==> config.mk <==
export PLATFORM = sky130hd
export DESIGN_NAME = graded_response_sampler
export DESIGN_NICKNAME = d
export VERILOG_FILES = /design/src/rtl/core/grs_pkg.sv /design/src/rtl/core/graded_response_sampler.sv /design/src/rtl/core/grs_ctrl.sv /design/src/rtl/core/grs_lane.sv
export SDC_FILE = /design/constraint.sdc
export NUM_CORES = 2
export LEC_CHECK = 0
export BUFFER_PORTS_ARGS = -buffer_cell sky130_fd_sc_hd__buf_2
export CAP_MARGIN = 20
export CORE_UTILIZATION = 60
export DETAILED_ROUTE_END_ITERATION = 8
export PLACE_DENSITY = 0.88
export SYNTH_ARGS = -nofsm -noshare
export SYNTH_HDL_FRONTEND = slang
export SYNTH_SLANG_ARGS = --single-unit
==> constraint.sdc <==
create_clock -name i_clk -period 17.52 [get_ports i_clk]
set_input_delay 0.876 -clock i_clk [delete_from_list [all_inputs] [get_ports i_clk]]
set_output_delay 0.876 -clock i_clk [all_outputs]
set_load 0.005 [all_outputs]
==> src/rtl/core/grs_pkg.sv <==
// Shared types, constants and the logistic table of the graded response sampler.
package grs_pkg;

    // Number of register stages from input acceptance to the output register.
    localparam int NSTAGE = 5;

    // Number of difficulty inputs on the item interface.
    localparam int DIFF_INPUTS = 4;

    // The probability 1.0 in 16-bit fraction units.
    localparam logic [16:0] Q_ONE = 17'd65536;

    // Logistic samples round(65536 / (1 + exp(-t))) for t = 0, 0.5, ..., 8.
    localparam logic [15:0] LOGISTIC_TAB [0:16] = '{
        16'd32768, 16'd40793, 16'd47911, 16'd53581, 16'd57724, 16'd60565,
        16'd62428, 16'd63615, 16'd64357, 16'd64816, 16'd65097, 16'd65269,
        16'd65374, 16'd65438, 16'd65476, 16'd65500, 16'd65514
    };

    // Signed Q4.12 value.
    typedef logic signed [15:0] t_q412;

    // Probability in 16-bit fraction units, with room for 1.0.
    typedef logic [16:0] t_prob;

    // Stage controls and shared side-band values handed to the lanes.
    typedef struct packed {
        logic [NSTAGE-1:0] load;      // stage k register takes new data
        logic              out_valid; // output register holds an item
        logic [15:0]       slope;     // slope aligned with stage 0
        logic [15:0]       draw;      // uniform draw aligned with stage 3
        logic [2:0]        used;      // categories in use, aligned with stage 3
    } t_pipe_ctl;

endpackage

==> src/rtl/core/graded_response_sampler.sv <==
// One lane per category; an accepted item passes the stage 0 to stage 4 registers to reach the output.
// Throughput: one item per cycle unless the output stalls, set by the five-stage pipeline.
// The per-category slope multiply sits alone in stage 1; the table lookup in stage 3.
// Reset (synchronous, active low) empties the pipeline and sets category_count to 4.
// Top level of the graded response sampler.
module graded_response_sampler
    import grs_pkg::*;
#(
    parameter int MAX_CATEGORIES = 4
) (
    input  logic        i_clk,
    input  logic        i_rst_n,
    input  logic        i_in_valid,
    output logic        o_in_stall,
    input  t_q412       i_ability,
    input  logic [15:0] i_slope,
    input  t_q412       i_difficulty_0,
    input  t_q412       i_difficulty_1,
    input  t_q412       i_difficulty_2,
    input  t_q412       i_difficulty_3,
    input  logic [15:0] i_uniform_draw,
    output logic        o_out_valid,
    input  logic        i_out_stall,
    output logic [2:0]  o_response_level,
    input  logic        i_cfg_valid,
    output logic        o_cfg_ready,
    input  logic [2:0]  i_cfg_data
);

    localparam int LANES = (MAX_CATEGORIES < DIFF_INPUTS) ? MAX_CATEGORIES : DIFF_INPUTS;
    localparam logic [2:0] LANES_W = 3'(LANES);

    logic [2:0] r_category_count;
    logic [2:0] w_used;
    logic [2:0] r_level;
    logic [2:0] n_level;
    t_pipe_ctl  w_ctl;
    t_q412      w_diff [0:DIFF_INPUTS-1];
    t_prob      w_prob [0:LANES-1];

    // Category count register; writes are always taken.
    always_ff @(posedge i_clk) begin
        if (!i_rst_n) begin
            r_category_count <= 3'd4;
        end else if (i_cfg_valid) begin
            r_category_count <= i_cfg_data;
        end
    end

    assign o_cfg_ready = 1'b1;
    assign w_used      = (r_category_count > LANES_W) ? LANES_W : r_category_count;

    assign w_diff[0] = i_difficulty_0;
    assign w_diff[1] = i_difficulty_1;
    assign w_diff[2] = i_difficulty_2;
    assign w_diff[3] = i_difficulty_3;

    grs_ctrl u_ctrl (
        .i_clk          (i_clk),
        .i_rst_n        (i_rst_n),
        .i_in_valid     (i_in_valid),
        .o_in_stall     (o_in_stall),
        .i_out_stall    (i_out_stall),
        .i_slope        (i_slope),
        .i_uniform_draw (i_uniform_draw),
        .i_used         (w_used),
        .o_ctl          (w_ctl)
    );

    // One lane per category.
    for (genvar k = 0; k < LANES; k++) begin : g_lane
        grs_lane u_lane (
            .i_clk        (i_clk),
            .i_ctl        (w_ctl),
            .i_ability    (i_ability),
            .i_difficulty (w_diff[k]),
            .o_prob       (w_prob[k])
        );
    end

    // Stage 4: count the categories in use whose probability beats the draw.
    always_comb begin
        n_level = '0;
        for (int k = 0; k < LANES; k++) begin
            if ((3'(k) < w_ctl.used) && (w_prob[k] > {1'b0, w_ctl.draw})) begin
                n_level = n_level + 3'd1;
            end
        end
    end

    always_ff @(posedge i_clk) begin
        if (w_ctl.load[NSTAGE-1]) begin
            r_level <= n_level;
        end
    end

    assign o_out_valid      = w_ctl.out_valid;
    assign o_response_level = r_level;

    // A result never counts more categories than there are lanes.
    a_level_bound: assert property (@(posedge i_clk) disable iff (!i_rst_n)
        o_out_valid |-> (o_response_level <= LANES_W))
        else $error("response level above the lane count");

    // A configuration write lands in the register on the next cycle.
    a_cfg_write: assert property (@(posedge i_clk) disable iff (!i_rst_n)
        i_cfg_valid |=> (r_category_count == $past(i_cfg_data)))
        else $error("category count write not taken");

    // Reset restores the default category count.
    a_cfg_reset: assert property (@(posedge i_clk)
        !i_rst_n |=> (r_category_count == 3'd4))
        else $error("category count not reset to four");

endmodule

==> src/rtl/core/grs_ctrl.sv <==
// Pipeline valid bits, stall propagation and shared side-band registers.
module grs_ctrl
    import grs_pkg::*;
(
    input  logic        i_clk,
    input  logic        i_rst_n,
    input  logic        i_in_valid,
    output logic        o_in_stall,
    input  logic        i_out_stall,
    input  logic [15:0] i_slope,
    input  logic [15:0] i_uniform_draw,
    input  logic [2:0]  i_used,
    output t_pipe_ctl   o_ctl
);

    logic [NSTAGE-1:0] r_vld;
    logic [NSTAGE-1:0] w_rdy;
    logic [NSTAGE-1:0] w_load;
    logic [15:0]       r_slope;
    logic [15:0]       r_draw [0:NSTAGE-2];
    logic [2:0]        r_used [0:NSTAGE-2];

    // A stage can take data when it is empty or its content moves on.
    always_comb begin
        w_rdy[NSTAGE-1] = !r_vld[NSTAGE-1] || !i_out_stall;
        for (int k = NSTAGE - 2; k >= 0; k--) begin
            w_rdy[k] = !r_vld[k] || w_rdy[k+1];
        end
        w_load[0] = i_in_valid && w_rdy[0];
        for (int k = 1; k < NSTAGE; k++) begin
            w_load[k] = r_vld[k-1] && w_rdy[k];
        end
    end

    // Valid bits travel with the data.
    always_ff @(posedge i_clk) begin
        if (!i_rst_n) begin
            r_vld <= '0;
        end else begin
            if (w_rdy[0]) begin
                r_vld[0] <= i_in_valid;
            end
            for (int k = 1; k < NSTAGE; k++) begin
                if (w_rdy[k]) begin
                    r_vld[k] <= r_vld[k-1];
                end
            end
        end
    end

    // Slope is registered with its item at stage 0; draw and category count follow their item down the pipeline.
    always_ff @(posedge i_clk) begin
        if (w_load[0]) begin
            r_slope   <= i_slope;
            r_draw[0] <= i_uniform_draw;
            r_used[0] <= i_used;
        end
        for (int k = 1; k < NSTAGE - 1; k++) begin
            if (w_load[k]) begin
                r_draw[k] <= r_draw[k-1];
                r_used[k] <= r_used[k-1];
            end
        end
    end

    assign o_in_stall      = !w_rdy[0];
    assign o_ctl.load      = w_load;
    assign o_ctl.out_valid = r_vld[NSTAGE-1];
    assign o_ctl.slope     = r_slope;
    assign o_ctl.draw      = r_draw[NSTAGE-2];
    assign o_ctl.used      = r_used[NSTAGE-2];

    // The input is held off only when every stage is occupied.
    a_stall_full: assert property (@(posedge i_clk) disable iff (!i_rst_n)
        o_in_stall |-> (r_vld == {NSTAGE{1'b1}}))
        else $error("input stalled while a stage is empty");

    // An occupied stage that cannot move keeps its item.
    a_hold_item: assert property (@(posedge i_clk) disable iff (!i_rst_n)
        (r_vld[NSTAGE-1] && i_out_stall) |=> r_vld[NSTAGE-1])
        else $error("output item lost under stall");

    // The output stage is loaded only when its predecessor holds an item.
    a_load_src: assert property (@(posedge i_clk) disable iff (!i_rst_n)
        w_load[NSTAGE-1] |-> r_vld[NSTAGE-2])
        else $error("output stage loaded from an empty stage");

endmodule

==> src/rtl/core/grs_lane.sv <==
// Datapath of one category: difference, scaling, saturation and logistic lookup.
module grs_lane
    import grs_pkg::*;
(
    input  logic      i_clk,
    input  t_pipe_ctl i_ctl,
    input  t_q412     i_ability,
    input  t_q412     i_difficulty,
    output t_prob     o_prob
);

    t_q412              r_d;
    logic signed [31:0] r_prod;
    logic [15:0]        r_a;
    logic               r_neg;
    t_prob              r_p;

    logic signed [16:0] w_diff;
    t_q412              n_d;
    logic signed [31:0] n_prod;
    logic signed [19:0] w_shift;
    t_q412              w_x;
    logic signed [16:0] w_abs;
    logic [3:0]         w_idx;
    logic [15:0]        w_lo;
    logic [15:0]        w_step;
    logic [26:0]        w_interp;
    logic [16:0]        w_mag;
    t_prob              n_p;

    // Stage 0: saturated difference of ability and threshold.
    always_comb begin
        w_diff = 17'(i_ability) - 17'(i_difficulty);
        if (w_diff > 17'sd32767) begin
            n_d = 16'sh7fff;
        end else if (w_diff < -17'sd32768) begin
            n_d = 16'sh8000;
        end else begin
            n_d = w_diff[15:0];
        end
    end

    // Stage 1: unsigned slope times signed difference, exact in 32 bits.
    assign n_prod = 32'($signed({1'b0, i_ctl.slope}) * r_d);

    // Stage 2: floor shift back to Q4.12, saturation, then magnitude and sign.
    always_comb begin
        w_shift = r_prod[31:12];
        if (w_shift > 20'sd32767) begin
            w_x = 16'sh7fff;
        end else if (w_shift < -20'sd32768) begin
            w_x = 16'sh8000;
        end else begin
            w_x = w_shift[15:0];
        end
        w_abs = w_x[15] ? (17'sd0 - 17'(w_x)) : 17'(w_x);
    end

    // Stage 3: linear interpolation between table samples, mirrored for negative x.
    always_comb begin
        w_idx    = r_a[14:11];
        w_lo     = LOGISTIC_TAB[w_idx];
        w_step   = LOGISTIC_TAB[5'(w_idx) + 5'd1] - w_lo;
        w_interp = 27'(w_step) * 27'(r_a[10:0]) + 27'd1024;
        if (r_a[15]) begin
            w_mag = 17'(LOGISTIC_TAB[16]);
        end else begin
            w_mag = 17'(w_lo) + 17'(w_interp[26:11]);
        end
        n_p = r_neg ? (Q_ONE - w_mag) : w_mag;
    end

    always_ff @(posedge i_clk) begin
        if (i_ctl.load[0]) begin
            r_d <= n_d;
        end
        if (i_ctl.load[1]) begin
            r_prod <= n_prod;
        end
        if (i_ctl.load[2]) begin
            r_a   <= w_abs[15:0];
            r_neg <= w_x[15];
        end
        if (i_ctl.load[3]) begin
            r_p <= n_p;
        end
    end

    assign o_prob = r_p;

endmodule

==> metrics <==
clk root buf=clkbuf_16; CP dominant cell by count=o21ai_0; placed cell count=between 10000 and 15000; area of the multi-input gates=approximately 0.063 mm^2; # rows=about 140; Yosys cell types=94; Overflow after GRT=0; maxcap violations=0; vias in the first global route=68929; FF/Latch Area=0.01142 mm^2; vias per inst=5.855; Total Neg Setup Slack=0 ps; final hold viol count=0; CTS clk-pin slew, worst paths=60 ps; top cells by area in the synthesized netlist=fa_1 (31%), ha_1 (16%), edfxtp_1 (14%), inv_1 (8.1%), and2_1 (5.6%); CP Data Required Time=~18000 ps; routed wire length=202300 um; Slew headroom=0.2355; Top FF cell, synth=edfxtp_1; filler instances=10382; Layout Nets=around 12000; clock tree from TritonCTS=done; HPWL Detailed=156000 um; M1 GR Usage=0.3622; ANT cells=0; IO buf count=around 120; Critical Path Sink Type=flop; worst-case clock buffer depth=3; commonest non-fill, non-tap cell in the layout=inv_1; Die ar.=~0.14 mm^2; Post-CTS Setup Bufs=0; startpoint type of the worst setup path=flop; Worst-Margin Slew=~1100 ps; post-synthesis async set-or-reset flop share=0; number of flops mapped to enable cells by yosys=375; post-CTS sizing=0; endpoints failing setup=0; Tcrit/Tclk final=0.7248; fmax=a little under 80 MHz; GR Layer Usage met3=0.05049; initial core utilization=0.6083; Post-Syn Instances=about 9200; IO Count=roughly 130; All-Layer GR Usage=0.2943; total CTS buffers=47; Final Wtd Congestion=a little over 0.9; cell area after synthesis=0.08282 mm^2; clk_skew=between 20 and 30 ps; clock sink total=roughly 380; Layout Area Growth over Synthesis=4.153%; unrepaired setup endpoints after global routing=false; Critical-path top delay cell=xnor2_1; worst min path class=in -> reg; fraction of the yosys area taken by sequential cells=0.1379; Antenna Nets Post-Route=0; DIE HEIGHT=between 300 and 400 um; CP Max Fanout=25; first-pass GRT wire length=roughly 340000 um; busiest grt layer=met2; Post-Layout Cell Count=between 10000 and 15000; WS Path Type=reg -> reg; met2 Usage GRT=0.5045; slowest cell delay on critical path=~840 ps; H-tree levels=2; max-slew violations=0; CTS Hold Buffers Added=0; most frequent cells in the layout=inv_1 (1783), fa_1 (1280), nand2_1 (1126); syn avg cell area=between 8 and 9 um^2; Critical Path AT=approximately 13000 ps; WL/cell=approximately 19 um; Pre-Repair DR Iteration Count=7; 1st-iter DRT viols=approximately 5100; Yosys top cell area share=0.3094; Ys Warns=0; layout cells sized above 1=0.03491; net count after synthesis=approximately 12000; Core ar.=0.1361 mm^2; drc violations=0; total number of vias=63757; largest net degree at the start of global routing=80; Tmin final=~13000 ps; Synth Register Bits=383; status=complete, no violations; area leader, netlist=fa_1; initial antenna violation count=3; clock latency on the worst-skew pair=about 670 ps; Die W=approximately 370 um
kinds of logic (layout without fill, tap and decap cells):
logic type | Yosys count | in the layout | share of synthesized area
flops | 383 | 383 | 0.1379
other cells | 1 | 1 | 0.00004528
mux | 22 | 22 | 0.002735
simple gates | 2854 | 2854 | 0.1685
buf+inv | 2169 | 2048 | 0.09851
xor+xnor | 355 | 355 | 0.03789
fa+ha+maj | 2324 | 2324 | 0.4671
compound gates | 1121 | 1121 | 0.08730
critical path, delay by kind of cell, from the launching register on:
family                   cells  cell delay [ps]
XOR/XNOR                     5             2100
AO/OA/AOI/OAI               15             3160
buffers and inverters        3              150
adder cells (fa/ha/maj)      8             3540
AND/OR/NAND/NOR             14             2700
flip-flops                   1              790
path summary, 6_finish.rpt:
check                                                   startpoint  cells after the start  slack (ps)                               endpoint
worst min register to register       u_ctrl.r_draw[2][3]$_DFFE_PP_                      0         420          u_ctrl.r_draw[3][3]$_DFFE_PP_
worst max-delay path            g_lane[3].u_lane.r_a[13]$_DFFE_PP_                     45        4820  g_lane[3].u_lane.o_prob[15]$_DFFE_PP_
worst max register to register  g_lane[3].u_lane.r_a[13]$_DFFE_PP_                     45        4820  g_lane[3].u_lane.o_prob[15]$_DFFE_PP_
worst min-delay path                                    i_slope[1]                      1         380            u_ctrl.r_slope[1]$_DFFE_PP_
metal layers:
metal | vias to the layer above | wire length (um)
met2 | 3060 | 97610
li1 | 28744 | -
met4 | 4 | 9799
met1 | 31219 | 76700
met3 | 730 | 18110
met5 | - | 41
metrics by stage:
| stage | instance area [um^2] | worst slack, ps | hold WS [ps] | util |
|---|---|---|---|---|
| 2_1_floorplan | 82820 | 6518 | 400.3 | - |
| 3_3_place_gp | 84610 | 5277 | 401.6 | 0.6215 |
| 6_report | 86260 | 4821 | 384.9 | 0.6336 |
| 3_5_place_dp | 84610 | 5021 | 404.5 | 0.6215 |
| 4_1_cts | 86230 | 5005 | 356.5 | 0.6334 |
| 5_1_grt | 86260 | 3816 | 366.1 | 0.6336 |
flip-flops by register name, indices dropped and copies added (netlist names):
| name | flops |
|---|---|
| g_lane.u_lane.r_prod | 80 |
| u_ctrl.r_vld | 5 |
| u_ctrl.r_used | 12 |
| u_ctrl.r_slope | 16 |
| o_response_level | 3 |
| u_ctrl.r_draw | 64 |
| g_lane.u_lane.o_prob | 68 |
| g_lane.u_lane.r_a | 64 |
| g_lane.u_lane.r_neg | 4 |
| g_lane.u_lane.r_d | 64 |
| r_category_count | 3 |
cells in the mapped netlist, types with 8 or more instances:
| master | number |
|---|---|
| clkbuf_1 | 370 |
| nand2_1 | 1126 |
| nand3_1 | 76 |
| nand2b_1 | 121 |
| o41ai_1 | 11 |
| nand3b_1 | 10 |
| nand4_1 | 40 |
| nor2b_1 | 105 |
| and2_1 | 740 |
| nor3_1 | 97 |
| a21o_1 | 126 |
| dfxtp_1 | 8 |
| nor4_1 | 20 |
| o2111ai_1 | 9 |
| a211oi_1 | 35 |
| buf_2 | 10 |
| o31ai_1 | 23 |
| mux2i_1 | 17 |
| o22ai_1 | 9 |
| and3_1 | 31 |
| o21a_1 | 77 |
| a41oi_1 | 13 |
| a21oi_1 | 300 |
| a21boi_0 | 18 |
| and4_1 | 8 |
| ha_1 | 1042 |
| o21ai_1 | 11 |
| o21bai_1 | 23 |
| inv_1 | 1783 |
| o31a_1 | 20 |
| a211o_1 | 9 |
| or3_1 | 36 |
| nor2_1 | 386 |
| xnor2_1 | 215 |
| or2_2 | 24 |
| edfxtp_1 | 375 |
| xor2_1 | 138 |
| a31oi_1 | 32 |
| a31o_2 | 8 |
| o211ai_1 | 34 |
| o21ai_0 | 274 |
| fa_1 | 1280 |
| nor3b_1 | 8 |
layout make-up:
cell class              count  share of cell area
clock buffers              50             0.01377
clock inverters            37            0.005063
inverters                1785             0.07768
multi-input cells        6677              0.7335
flip-flops and latches    383              0.1324
well taps                1781             0.02583
repair buffers            176             0.01172
Power is not shown: default switching activity piles up to over one toggle a cycle in this logic, so the estimate is an artifact.
